==> config.mk <==
export PLATFORM = sky130hd
export DESIGN_NAME = brake_motor_travel_controller
export DESIGN_NICKNAME = d
export VERILOG_FILES = /design/src/rtl/bmtc_pkg.sv /design/src/rtl/bmtc_step.sv /design/src/rtl/brake_motor_travel_controller.sv
export SDC_FILE = /design/constraint.sdc
export NUM_CORES = 1
export LEC_CHECK = 0
export BUFFER_PORTS_ARGS = -buffer_cell sky130_fd_sc_hd__buf_2
export CORE_MARGIN = 2
export CORE_UTILIZATION = 60
export DETAILED_ROUTE_END_ITERATION = 12
export GPL_TIMING_DRIVEN = 1
export PLACE_DENSITY = 0.88
export SKIP_LAST_GASP = 1
export SLEW_MARGIN = 20
export SYNTH_ARGS = -nofsm -noshare
export SYNTH_HDL_FRONTEND = slang
export SYNTH_HIERARCHICAL = 1
export SYNTH_SLANG_ARGS = --single-unit
export TNS_END_PERCENT = 10
==> constraint.sdc <==
create_clock -name clk -period 17.5 [get_ports clk]
set_input_delay 3.5 -clock clk [delete_from_list [all_inputs] [get_ports clk]]
set_output_delay 3.5 -clock clk [all_outputs]
set_load 0.02 [all_outputs]
==> src/rtl/bmtc_pkg.sv <==
// ----------------------------------------------------------------------------
// bmtc_pkg
// Shared types and constants of the brake motor travel controller: item
// opcodes, motor modes, event codes, register indexes and state records.
// ----------------------------------------------------------------------------
package bmtc_pkg;

	typedef enum logic [1:0] {
		OP_PIN_EDGE    = 2'd0,
		OP_DEB_TICK    = 2'd1,
		OP_TRAVEL_TICK = 2'd2,
		OP_SAMPLE      = 2'd3
	} op_t;

	typedef enum logic [1:0] {
		MODE_BACK  = 2'd0,
		MODE_FWD   = 2'd1,
		MODE_FRONT = 2'd2,
		MODE_BWD   = 2'd3
	} mode_t;

	typedef enum logic [2:0] {
		EV_NONE        = 3'd0,
		EV_START_FWD   = 3'd1,
		EV_START_BWD   = 3'd2,
		EV_TIMEOUT     = 3'd3,
		EV_LOCK        = 3'd4,
		EV_OVERCURRENT = 3'd5
	} event_t;

	localparam int CFG_INDEX_BITS = 3;
	localparam int CFG_DATA_BITS  = 16;

	typedef logic [CFG_INDEX_BITS-1:0] cfg_index_t;

	localparam cfg_index_t CFG_DEBOUNCE_TICKS  = 3'd0;
	localparam cfg_index_t CFG_TRAVEL_TICKS    = 3'd1;
	localparam cfg_index_t CFG_LOCK_WAIT_TICKS = 3'd2;
	localparam cfg_index_t CFG_LOCK_SHIFT      = 3'd3;
	localparam cfg_index_t CFG_ALERT_LIMIT     = 3'd4;

	localparam logic [7:0]  DEBOUNCE_TICKS_RST  = 8'd5;
	localparam logic [15:0] TRAVEL_TICKS_RST    = 16'd100;
	localparam logic [15:0] LOCK_WAIT_TICKS_RST = 16'd5;
	localparam logic [3:0]  LOCK_SHIFT_RST      = 4'd2;
	localparam logic [3:0]  ALERT_LIMIT_RST     = 4'd3;

	localparam logic [3:0]  ALERT_SAT = 4'd15;

	typedef struct packed {
		logic [7:0]  debounce_ticks;
		logic [15:0] travel_ticks;
		logic [15:0] lock_wait_ticks;
		logic [3:0]  lock_shift;
		logic [3:0]  alert_limit;
	} cfg_t;

	typedef struct packed {
		mode_t       mode;
		logic        button;
		logic        deb_run;
		logic [7:0]  deb_cnt;
		logic        trav_run;
		logic [15:0] trav_cnt;
		logic [3:0]  alert_run;
	} ctrl_state_t;

	typedef struct packed {
		logic   drive_a;
		logic   drive_b;
		mode_t  motor_mode;
		logic   button;
		event_t ev;
	} result_t;

endpackage

==> src/rtl/bmtc_step.sv <==
// ----------------------------------------------------------------------------
// bmtc_step
// Single-pass update: from the current state, the configuration and one
// item it works out the next state and the result of that item.
// ----------------------------------------------------------------------------
module bmtc_step #(
	parameter int SAMPLE_BITS = 10
) (
	input  bmtc_pkg::op_t          op,
	input  logic                   button_level,
	input  logic [SAMPLE_BITS-1:0] smp,
	input  bmtc_pkg::cfg_t         cfg,
	input  bmtc_pkg::ctrl_state_t  st,
	input  logic [SAMPLE_BITS-1:0] min_cur,
	input  logic [SAMPLE_BITS-1:0] max_cur,
	output bmtc_pkg::ctrl_state_t  st_n,
	output logic [SAMPLE_BITS-1:0] min_n,
	output logic [SAMPLE_BITS-1:0] max_n,
	output bmtc_pkg::result_t      res
);
	import bmtc_pkg::*;

	logic [7:0]           deb_inc;
	logic [15:0]          trav_inc;
	logic                 moving;
	mode_t                stop_mode;
	logic                 timeout;
	logic                 lock;
	logic [SAMPLE_BITS-1:0] smp_min;
	logic [SAMPLE_BITS-1:0] smp_max;
	logic [SAMPLE_BITS:0]   thr;
	logic                 over;
	logic [3:0]           alert_inc;
	event_t               ev;

	assign deb_inc   = st.deb_cnt + 8'd1;
	assign trav_inc  = st.trav_cnt + 16'd1;
	assign moving    = (st.mode == MODE_FWD) || (st.mode == MODE_BWD);
	assign stop_mode = (st.mode == MODE_FWD) ? MODE_FRONT : MODE_BACK;

	// timeout and lock tests on the incremented travel count
	assign timeout = (trav_inc == cfg.travel_ticks);
	assign lock    = (trav_inc >= cfg.lock_wait_ticks) &&
	                 (min_cur > (max_cur >> cfg.lock_shift));

	// running extremes, then 1.75 x minimum as the overcurrent threshold
	assign smp_min = (smp < min_cur) ? smp : min_cur;
	assign smp_max = (smp > max_cur) ? smp : max_cur;
	assign thr     = {1'b0, smp_min} + {1'b0, smp_min >> 1} + {1'b0, smp_min >> 2};
	assign over    = ({1'b0, smp} > thr);
	assign alert_inc = !over ? 4'd0 :
	                   (st.alert_run == ALERT_SAT) ? st.alert_run : st.alert_run + 4'd1;

	always_comb begin
		st_n  = st;
		min_n = min_cur;
		max_n = max_cur;
		ev    = EV_NONE;
		unique case (op)
			OP_PIN_EDGE: begin
				if (button_level != st.button) begin
					st_n.deb_run = 1'b1;
					st_n.deb_cnt = '0;
				end else begin
					st_n.deb_run = 1'b0;
				end
			end
			OP_DEB_TICK: begin
				if (st.deb_run) begin
					st_n.deb_cnt = deb_inc;
					if (deb_inc == cfg.debounce_ticks) begin
						st_n.button  = ~st.button;
						st_n.deb_run = 1'b0;
						if (!st.button && (st.mode == MODE_BACK || st.mode == MODE_BWD)) begin
							st_n.mode     = MODE_FWD;
							st_n.trav_run = 1'b1;
							st_n.trav_cnt = '0;
							min_n         = '1;
							max_n         = '0;
							ev            = EV_START_FWD;
						end else if (st.button &&
						             (st.mode == MODE_FWD || st.mode == MODE_FRONT)) begin
							st_n.mode     = MODE_BWD;
							st_n.trav_run = 1'b1;
							st_n.trav_cnt = '0;
							min_n         = '1;
							max_n         = '0;
							ev            = EV_START_BWD;
						end
					end
				end
			end
			OP_TRAVEL_TICK: begin
				if (st.trav_run) begin
					st_n.trav_cnt = trav_inc;
					if (timeout || lock) begin
						st_n.trav_run = 1'b0;
						if (moving) begin
							st_n.mode = stop_mode;
							ev        = timeout ? EV_TIMEOUT : EV_LOCK;
						end
					end
				end
			end
			OP_SAMPLE: begin
				min_n          = smp_min;
				max_n          = smp_max;
				st_n.alert_run = alert_inc;
				if (alert_inc >= cfg.alert_limit) begin
					st_n.alert_run = '0;
					if (moving) begin
						st_n.mode     = stop_mode;
						st_n.trav_run = 1'b0;
						ev            = EV_OVERCURRENT;
					end
				end
			end
			default: ;
		endcase
	end

	always_comb begin
		res.drive_a    = (st_n.mode == MODE_FWD);
		res.drive_b    = (st_n.mode == MODE_BWD);
		res.motor_mode = st_n.mode;
		res.button     = st_n.button;
		res.ev         = ev;
	end

endmodule

==> src/rtl/brake_motor_travel_controller.sv <==
// ----------------------------------------------------------------------------
// brake_motor_travel_controller
// Four-state brake motor controller with button debounce, travel timeout,
// lock detection and overcurrent supervision.
// ----------------------------------------------------------------------------
// Each item is one of a button pin edge, a debounce tick, a travel tick or a
// current sample, and gives exactly one result. On its way to the result an
// item is caught in an input register, the whole update runs as one short
// combinational pass, and the result lands in an output register
// together with the new state. One item can be taken
// every cycle; the output register parts the two sides, so a new item is
// taken while a result still waits, and stall on the output reaches the
// input only when both registers are full. Configuration writes land at
// once and should only be made with the block idle.
module brake_motor_travel_controller #(
	parameter int SAMPLE_BITS = 10
) (
	input  logic                            clk,
	input  logic                            arst_n,
	// configuration write port
	input  logic                            cfg_we,
	input  logic [bmtc_pkg::CFG_INDEX_BITS-1:0] cfg_index,
	input  logic [bmtc_pkg::CFG_DATA_BITS-1:0]  cfg_wdata,
	// input channel
	input  logic                            in_valid,
	output logic                            in_stall,
	input  logic [1:0]                      op,
	input  logic                            button_level,
	input  logic [9:0]                      sample,
	// result channel
	output logic                            out_valid,
	input  logic                            out_stall,
	output logic                            drive_a,
	output logic                            drive_b,
	output logic [1:0]                      motor_mode,
	output logic                            button_debounced,
	output logic [2:0]                      event_res
);
	import bmtc_pkg::*;

	// configuration registers
	cfg_t cfg_q;

	// controller state
	ctrl_state_t            st_q;
	ctrl_state_t            st_n;
	logic [SAMPLE_BITS-1:0] min_q;
	logic [SAMPLE_BITS-1:0] max_q;
	logic [SAMPLE_BITS-1:0] min_n;
	logic [SAMPLE_BITS-1:0] max_n;

	// input register
	logic                   valid_s1;
	op_t                    op_s1;
	logic                   level_s1;
	logic [SAMPLE_BITS-1:0] smp_s1;

	// result register
	logic                   out_valid_q;
	result_t                res;
	result_t                res_q;

	logic                   advance;
	logic                   in_take;

	// item in the input register moves on when the result slot is free
	assign advance  = valid_s1 && (!out_valid_q || !out_stall);
	assign in_stall = valid_s1 && !advance;
	assign in_take  = in_valid && !in_stall;

	// configuration writes, indexes beyond the list are dropped
	always_ff @(posedge clk or negedge arst_n) begin
		if (!arst_n) begin
			cfg_q.debounce_ticks  <= DEBOUNCE_TICKS_RST;
			cfg_q.travel_ticks    <= TRAVEL_TICKS_RST;
			cfg_q.lock_wait_ticks <= LOCK_WAIT_TICKS_RST;
			cfg_q.lock_shift      <= LOCK_SHIFT_RST;
			cfg_q.alert_limit     <= ALERT_LIMIT_RST;
		end else if (cfg_we) begin
			unique case (cfg_index)
				CFG_DEBOUNCE_TICKS:  cfg_q.debounce_ticks  <= cfg_wdata[7:0];
				CFG_TRAVEL_TICKS:    cfg_q.travel_ticks    <= cfg_wdata;
				CFG_LOCK_WAIT_TICKS: cfg_q.lock_wait_ticks <= cfg_wdata;
				CFG_LOCK_SHIFT:      cfg_q.lock_shift      <= cfg_wdata[3:0];
				CFG_ALERT_LIMIT:     cfg_q.alert_limit     <= cfg_wdata[3:0];
				default: ;
			endcase
		end
	end

	// input register: sample taken in its low SAMPLE_BITS bits
	always_ff @(posedge clk or negedge arst_n) begin
		if (!arst_n) begin
			valid_s1 <= 1'b0;
		end else if (in_take) begin
			valid_s1 <= 1'b1;
		end else if (advance) begin
			valid_s1 <= 1'b0;
		end
	end

	always_ff @(posedge clk) begin
		if (in_take) begin
			op_s1    <= op_t'(op);
			level_s1 <= button_level;
			smp_s1   <= SAMPLE_BITS'(sample);
		end
	end

	bmtc_step #(
		.SAMPLE_BITS(SAMPLE_BITS)
	) u_step (
		.op          (op_s1),
		.button_level(level_s1),
		.smp         (smp_s1),
		.cfg         (cfg_q),
		.st          (st_q),
		.min_cur     (min_q),
		.max_cur     (max_q),
		.st_n        (st_n),
		.min_n       (min_n),
		.max_n       (max_n),
		.res         (res)
	);

	// state commits as the item leaves the input register
	always_ff @(posedge clk or negedge arst_n) begin
		if (!arst_n) begin
			st_q.mode      <= MODE_BACK;
			st_q.button    <= 1'b0;
			st_q.deb_run   <= 1'b0;
			st_q.deb_cnt   <= '0;
			st_q.trav_run  <= 1'b0;
			st_q.trav_cnt  <= '0;
			st_q.alert_run <= '0;
			min_q          <= '0;
			max_q          <= '0;
		end else if (advance) begin
			st_q  <= st_n;
			min_q <= min_n;
			max_q <= max_n;
		end
	end

	// result register
	always_ff @(posedge clk or negedge arst_n) begin
		if (!arst_n) begin
			out_valid_q <= 1'b0;
		end else if (advance) begin
			out_valid_q <= 1'b1;
		end else if (!out_stall) begin
			out_valid_q <= 1'b0;
		end
	end

	always_ff @(posedge clk) begin
		if (advance) begin
			res_q <= res;
		end
	end

	assign out_valid        = out_valid_q;
	assign drive_a          = res_q.drive_a;
	assign drive_b          = res_q.drive_b;
	assign motor_mode       = res_q.motor_mode;
	assign button_debounced = res_q.button;
	assign event_res        = res_q.ev;

	// travel timing only runs while the motor is moving
	a_trav_moving: assert property (@(posedge clk) disable iff (!arst_n)
		st_q.trav_run |-> (st_q.mode == MODE_FWD || st_q.mode == MODE_BWD))
		else $error("travel timing running while motor stopped");

	// a forward start always reports forward movement
	a_start_fwd: assert property (@(posedge clk) disable iff (!arst_n)
		(out_valid_q && res_q.ev == EV_START_FWD) |-> (res_q.motor_mode == MODE_FWD))
		else $error("forward start without forward mode");

	// committed mode matches the mode shown with the latest result
	a_mode_commit: assert property (@(posedge clk) disable iff (!arst_n)
		advance |=> (res_q.motor_mode == st_q.mode))
		else $error("result mode differs from committed mode");

	// input side only stalls on a full pipe
	a_stall_full: assert property (@(posedge clk) disable iff (!arst_n)
		in_stall |-> (valid_s1 && out_valid_q && out_stall))
		else $error("input stalled with room in the pipe");

endmodule

Word-level counts from Yosys, hierarchy flattened
Cells that the tools add are included.
{ "word_totals": {"regBits": 124, "ram_bits": 0, "out_inout_bits": 10, "mem_bits_ro": 0, "memories": 0, "latchBits": 0, "word_cells": 151, "in_bits": 37} }
{ "op_classes": {"div_mod_pow": 0, "multipliers": 0, "n_lt_le_gt_ge": 6, "n_bitwise": 1, "n_shift": 1, "n_eq_ne": 25, "n_addsub": 5, "mux": 53, "n_reduce_logical": 36} }
{ "ops": {"columns": ["op", "n"], "rows": [
  ["$mux W10", 10],
  ["$mux W17", 4],
  ["$pmux W10 S2", 2],
  ["$pmux W16 S2", 1],
  ["$mux W29", 1],
  ["$mux W3", 8],
  ["$gt A10 B10 Y1", 2],
  ["$mux W2", 9],
  ["$pmux W9 S2", 1],
  ["$add A16 B1 Y16 const B", 1],
  ["$eq A16 B16 Y1", 1],
  ["$ge A16 B16 Y1", 1],
  ["$mux W4", 4],
  ["$reduce_and A2 Y1", 7],
  ["$ne A2 B1 Y1 const B", 6],
  ["$reduce_and A6 Y1", 2],
  ["$add A10 B9 Y11", 1],
  ["$add A11 B8 Y11", 1],
  ["$gt A10 B11 Y1", 1],
  ["$eq A2 B2 Y1 const B", 5],
  ["$lt A10 B10 Y1", 1],
  ["$shr A10 B4 Y10", 1],
  ["$mux W1", 9],
  ["$pmux W3 S3", 1],
  ["other kinds (26)", 47]
]} }

Depth between registers and ports, before layout
{ "logic_depth": {"depth_word": 10, "mapped_depth": 42, "depth_no_buf": 40} }

By module
The synthesis kept the hierarchy.
{ "modules_own_cells": {"columns": ["module", "n_inst", "area_each_um2", "cells_per_inst", "seq_area_each_um2"], "rows": [
  ["brake_motor_travel_controller", 1, 4551.9, 246, 3220.6],
  ["bmtc_step", 1, 4529.3, 642, 0.0]
]} }

Worst setup path before layout
Ideal clock, no wire load.
{ "synth_timing": {"path_type": "register to register", "startpoint": "register smp_s1[1]", "endpoint": "register st_q[32] in the netlist's numbering", "path_buffers": 2, "period_less_slack_ns": 7.424, "stages_incl_launch_ff": 41, "arrival_ns": 7.299, "path_slack_ns": 10.076, "t_required_ns": 17.375, "setup_ns": 0.125, "path_cell_list": "edfxtp_1 -> ha_1 -> a21boi_0 -> o21a_1 -> o21ai_0 -> a21oi_1 -> o41ai_1 -> o21ai_0 -> clkbuf_1 -> mux2_2 -> fa_1 -> ha_1 -> inv_1 -> fa_1 -> inv_1 -> a21oi_1 -> o21ai_0 -> a21o_1 -> (+5 left out) -> nand2_1 -> nor4_1 -> a211o_1 -> a31oi_1 -> o21ai_1 -> nand2b_1 -> ha_1 -> nand2b_1 -> a21o_1 -> a21o_1 -> a21oi_1 -> nor2_1 -> a21oi_1 -> o221a_2 -> o211ai_1 -> and2_1 -> buf_4 -> mux2_2"} }
{ "synth_lines": {"columns": ["item", "line", "rtl"], "rows": [
  ["from (decl)", "brake_motor_travel_controller.sv:56", "logic [SAMPLE_BITS-1:0] smp_s1;"],
  ["from (signal assigned)", "brake_motor_travel_controller.sv:106", "smp_s1 <= SAMPLE_BITS'(sample);"],
  ["to (signal assigned)", "brake_motor_travel_controller.sv:139", "st_q <= st_n;"],
  ["to (decl)", "brake_motor_travel_controller.sv:45", "ctrl_state_t st_q;"]
]} }

==> summary.md <==
| Metric | Value |
|---|---|
| Status | `completed` |
| GP Congestion | `approximately 0.93` |
| Max Fclk | `roughly 0.12 GHz` |
| Hold WC Path Type | `flip-flop to flip-flop` |
| Crit-path slowest cell | `edfxtp_1` |
| Area Growth Syn to Fin | `10.7%` |
| Final WL | `approximately 21 mm` |
| Setup bufs post-CTS | `0` |
| Largest net degree at the start of global routing | `67` |
| Chip height | `between 100 and 150 um` |
| Die area | `~16000 sq um` |
| FF-to-FF Start | `smp_s1[1]` |
| Unrepaired setup endpoints after global routing | `false` |
| TritonCTS clock tree | `built` |
| Sw power | `685 uW` |
| Share of layout cells above drive strength 1 | `roughly 23%` |
| Global-route wire length before repair | `around 35 mm` |
| Port buffer count | `46` |
| Non-filler cells, final | `around 1100` |
| Critical path arrival | `8.32 ns` |
| Ys async rst share | `83.1%` |
| Worst r2r dst | `st_q[32]` |
| Synth area leaders | `dfrtp_1 26%, mux2_2 13%, ha_1 12%` |
| Number of placed cells counting well taps | `approximately 1100` |
| Synth top area share | `between 20 and 30%` |
| DR WL met3 | `approximately 1.4 mm` |
| Startpoint Class | `flip-flop` |
| Post-CTS Hold Buffers | `0` |
| Uppermost layer routed | `met4` |
| Final core utilization | `between 60% and 70%` |
| Grt total ovfl | `0` |
| TNS Setup | `0 ns` |
| Ports | `47` |
| Main synth FF type | `dfrtp_1` |
| Initial antenna violation count | `0` |
| Slew Viols, Final | `0` |
| Detailed Place HPWL | `14.5 mm` |
| DRC errors left | `0` |
| Clk_lat worst skew | `about 0.43 ns` |
| Clock sinks | `around 120` |
| Max stage delay on crit path | `roughly 0.48 ns` |
| Routed vias/inst | `6.38` |
| Crit path capture | `st_q[32]` |
| Required time worst endpoint | `17.81 ns` |
| R2R cell count | `40` |
| Net count, final | `~1000` |
| Critical path class | `flip-flop to flip-flop` |
| Gate Count Post-Synth | `888` |
| Post-synth EDFFs | `21` |
| Netlist Area Pre-Place | `9080 sq um` |
| Vias after detailed routing | `approximately 7100` |
| CTS H-Tree Depth | `4` |
| Total area of multi-input combinational cells | `5380 sq um` |
| Vias in the first global route | `6930` |
| WL met2 | `between 10 and 15 mm` |
| Internal Power | `between 1 and 1.5 mW` |
| FILL cells | `~1000` |
| Crit Path Max Fanout | `11` |
| Num rows | `between 40 and 50` |
| Place WS | `a little under 10 ns` |
| Fin Clk Skew | `0.00846 ns` |
| R2R Setup Slk | `around 9.5 ns` |
| Synth area leader | `dfrtp_1` |
| CTS max path bufs | `2` |
| CP startpoint | `smp_s1[1]` |
| Clock Tree Root | `clkbuf_16` |
| Diodes inserted | `0` |
| Gates resized, CTS repair | `0` |
| FF+latch area | `3220 sq um` |
| Sw frac | `39.6%` |
| Fin crit share | `roughly 46%` |
| DRT met1 WL | `roughly 9 mm` |
| Slew margin rel. | `around two fifths` |
| Total track usage | `27.1%` |
| P per Cell Area | `about 170 nW/um^2` |
| Warnings from Yosys | `6` |
| PnR worst setup slack | `approximately 9.5 ns` |
| HP Start | `valid_s1` |
| Number of distinct library cells after synthesis | `68` |
| Yosys reg bits | `~120` |
| Syn nets | `1013` |
| Core ar. | `~15000 sq um` |
| Post-route minimum period | `8.02 ns` |
| Final Power | `1.73 mW` |
| Max-cap viol count | `0` |
| Total CTS buffers | `17` |
| Clk pwr share | `a little under a quarter` |
| DR WL/cell | `18.8 um` |
| Pre-antenna DRT Iters | `5` |
| Starting Density | `between 60 and 70%` |
| Final setup viols | `0` |
| Die Wd | `~130 um` |
| Seq/Total Area, Yosys | `a little over a third` |
| Leakage power | `4.69 nW` |
| CP endpoint kind | `flip-flop` |
| Clock transition at the registers of the reported paths | `0.06 ns` |
| Initial DRC count | `862` |
| Seq pwr share | `between 20% and 30%` |
| Comb pwr share | `around 52%` |
| Avg Cell Area, Syn | `10.2 sq um` |
| Final-report hold violation count | `0` |
| Worst vdd ir | `roughly 0.14 mV` |
| Measured slew at the worst slew-check pin | `between 0.8 and 0.9 ns` |
| Detail Route Antenna Nets | `0` |
==> layout by cell type (no fill, tap or decap), drive strengths merged, types with 5 or more instances in the layout <==
cell,netlist,routed
nand4,11,11
mux2i,19,19
mux2,105,105
and3,8,8
xnor2,29,29
inv,79,81
a221o,9,9
o21a,11,11
a211oi,6,6
o21ai,56,56
xor2,27,27
dfstp,10,10
nor2,38,38
buf,17,49
edfxtp,21,21
nor2b,5,5
a21oi,37,37
a22o,17,17
clkbuf,17,21
a21o,15,15
nor4,6,6
dfrtp,93,93
nand2b,9,9
nand3,22,22
and2,6,6
a31oi,6,6
o21bai,8,8
nor3,8,8
nand2,49,49
ha,84,84
==> worst min-delay path by stage <==
stage                endpoint  depth (start not counted)
global placement    out_valid                          1
floorplan           out_valid                          1
finish              out_valid                          1
global route        cfg_q[11]                          1
detailed placement  cfg_q[14]                          1
CTS                 out_valid                          1
==> kinds of logic (layout without fill, tap and decap cells) <==
group	after synthesis	after routing	share of synthesized area, %
mux	125	125	15.4
fa+ha+maj	88	88	12.5
simple gates	181	181	10.6
compound gates	200	200	15.0
flops	124	124	35.5
xor+xnor	57	57	5.65
buf+inv	113	160	5.46
==> metal layers <==
layer	up-vias	global-route usage, %
li1	3282	-
met1	3466	36.0
met2	334	43.4
met3	62	5.82
met4	0	11.1
met5	-	0
==> synthesized netlist by cell type (10+ instances only) <==
cell	instances
nand4_1	11
o21ai_0	53
a21o_1	15
dfrtp_1	93
xnor2_1	29
a21oi_1	37
inv_1	79
a22o_1	17
dfstp_2	10
xor2_1	27
edfxtp_1	21
ha_1	84
clkbuf_1	17
o21a_1	11
mux2_2	105
mux2i_1	19
buf_4	10
nand2_1	49
nor2_1	38
nand3_1	21
==> worst max-delay path, delay by kind of cell (launching register included) <==
family / cells / cell delay (ns)
compound gates: 21 / 3.73
fa+ha+maj: 6 / 1.66
simple gates: 6 / 0.80
mux: 2 / 0.54
buf+inv: 4 / 0.50
flops: 1 / 0.48
xor+xnor: 1 / 0.17
==> flip-flops by register name, indices dropped and copies added (netlist names) <==
signal,flops
valid_s1,1
min_q,10
cfg_q,48
drive_a,1
out_valid,1
op_s1,2
max_q,10
event_res,3
button_debounced,1
st_q,33
drive_b,1
level_s1,1
motor_mode,2
smp_s1,10
==> power groups by stage <==
stage               clock network, mW  logic [mW]  registers [mW]
finish                          0.398       0.904           0.426
detailed placement                  0       0.880           0.427
global placement                    0       0.851           0.423
global route                    0.414        1.03           0.435
CTS                             0.400       0.895           0.424
floorplan                           0       0.719           0.399
==> layout make-up <==
class                   instances  area share [%]
flip-flops and latches        124            32.1
repair buffers                 49            2.54
clock inverters                11            1.76
inverters                      79            2.95
clock buffers                  21            4.91
well taps                     184            2.29
multi-input cells             651            53.5
==> stage by stage <==
step	area [sq um]	hold slack [ns]
after floorplan	9080	0.442
after global placement	9380	0.478
after CTS	10000	0.508
after detailed placement	9380	0.496
final	10000	0.496
after global routing	10000	0.514
No activity file was read; power rests on OpenSTA's default activity.
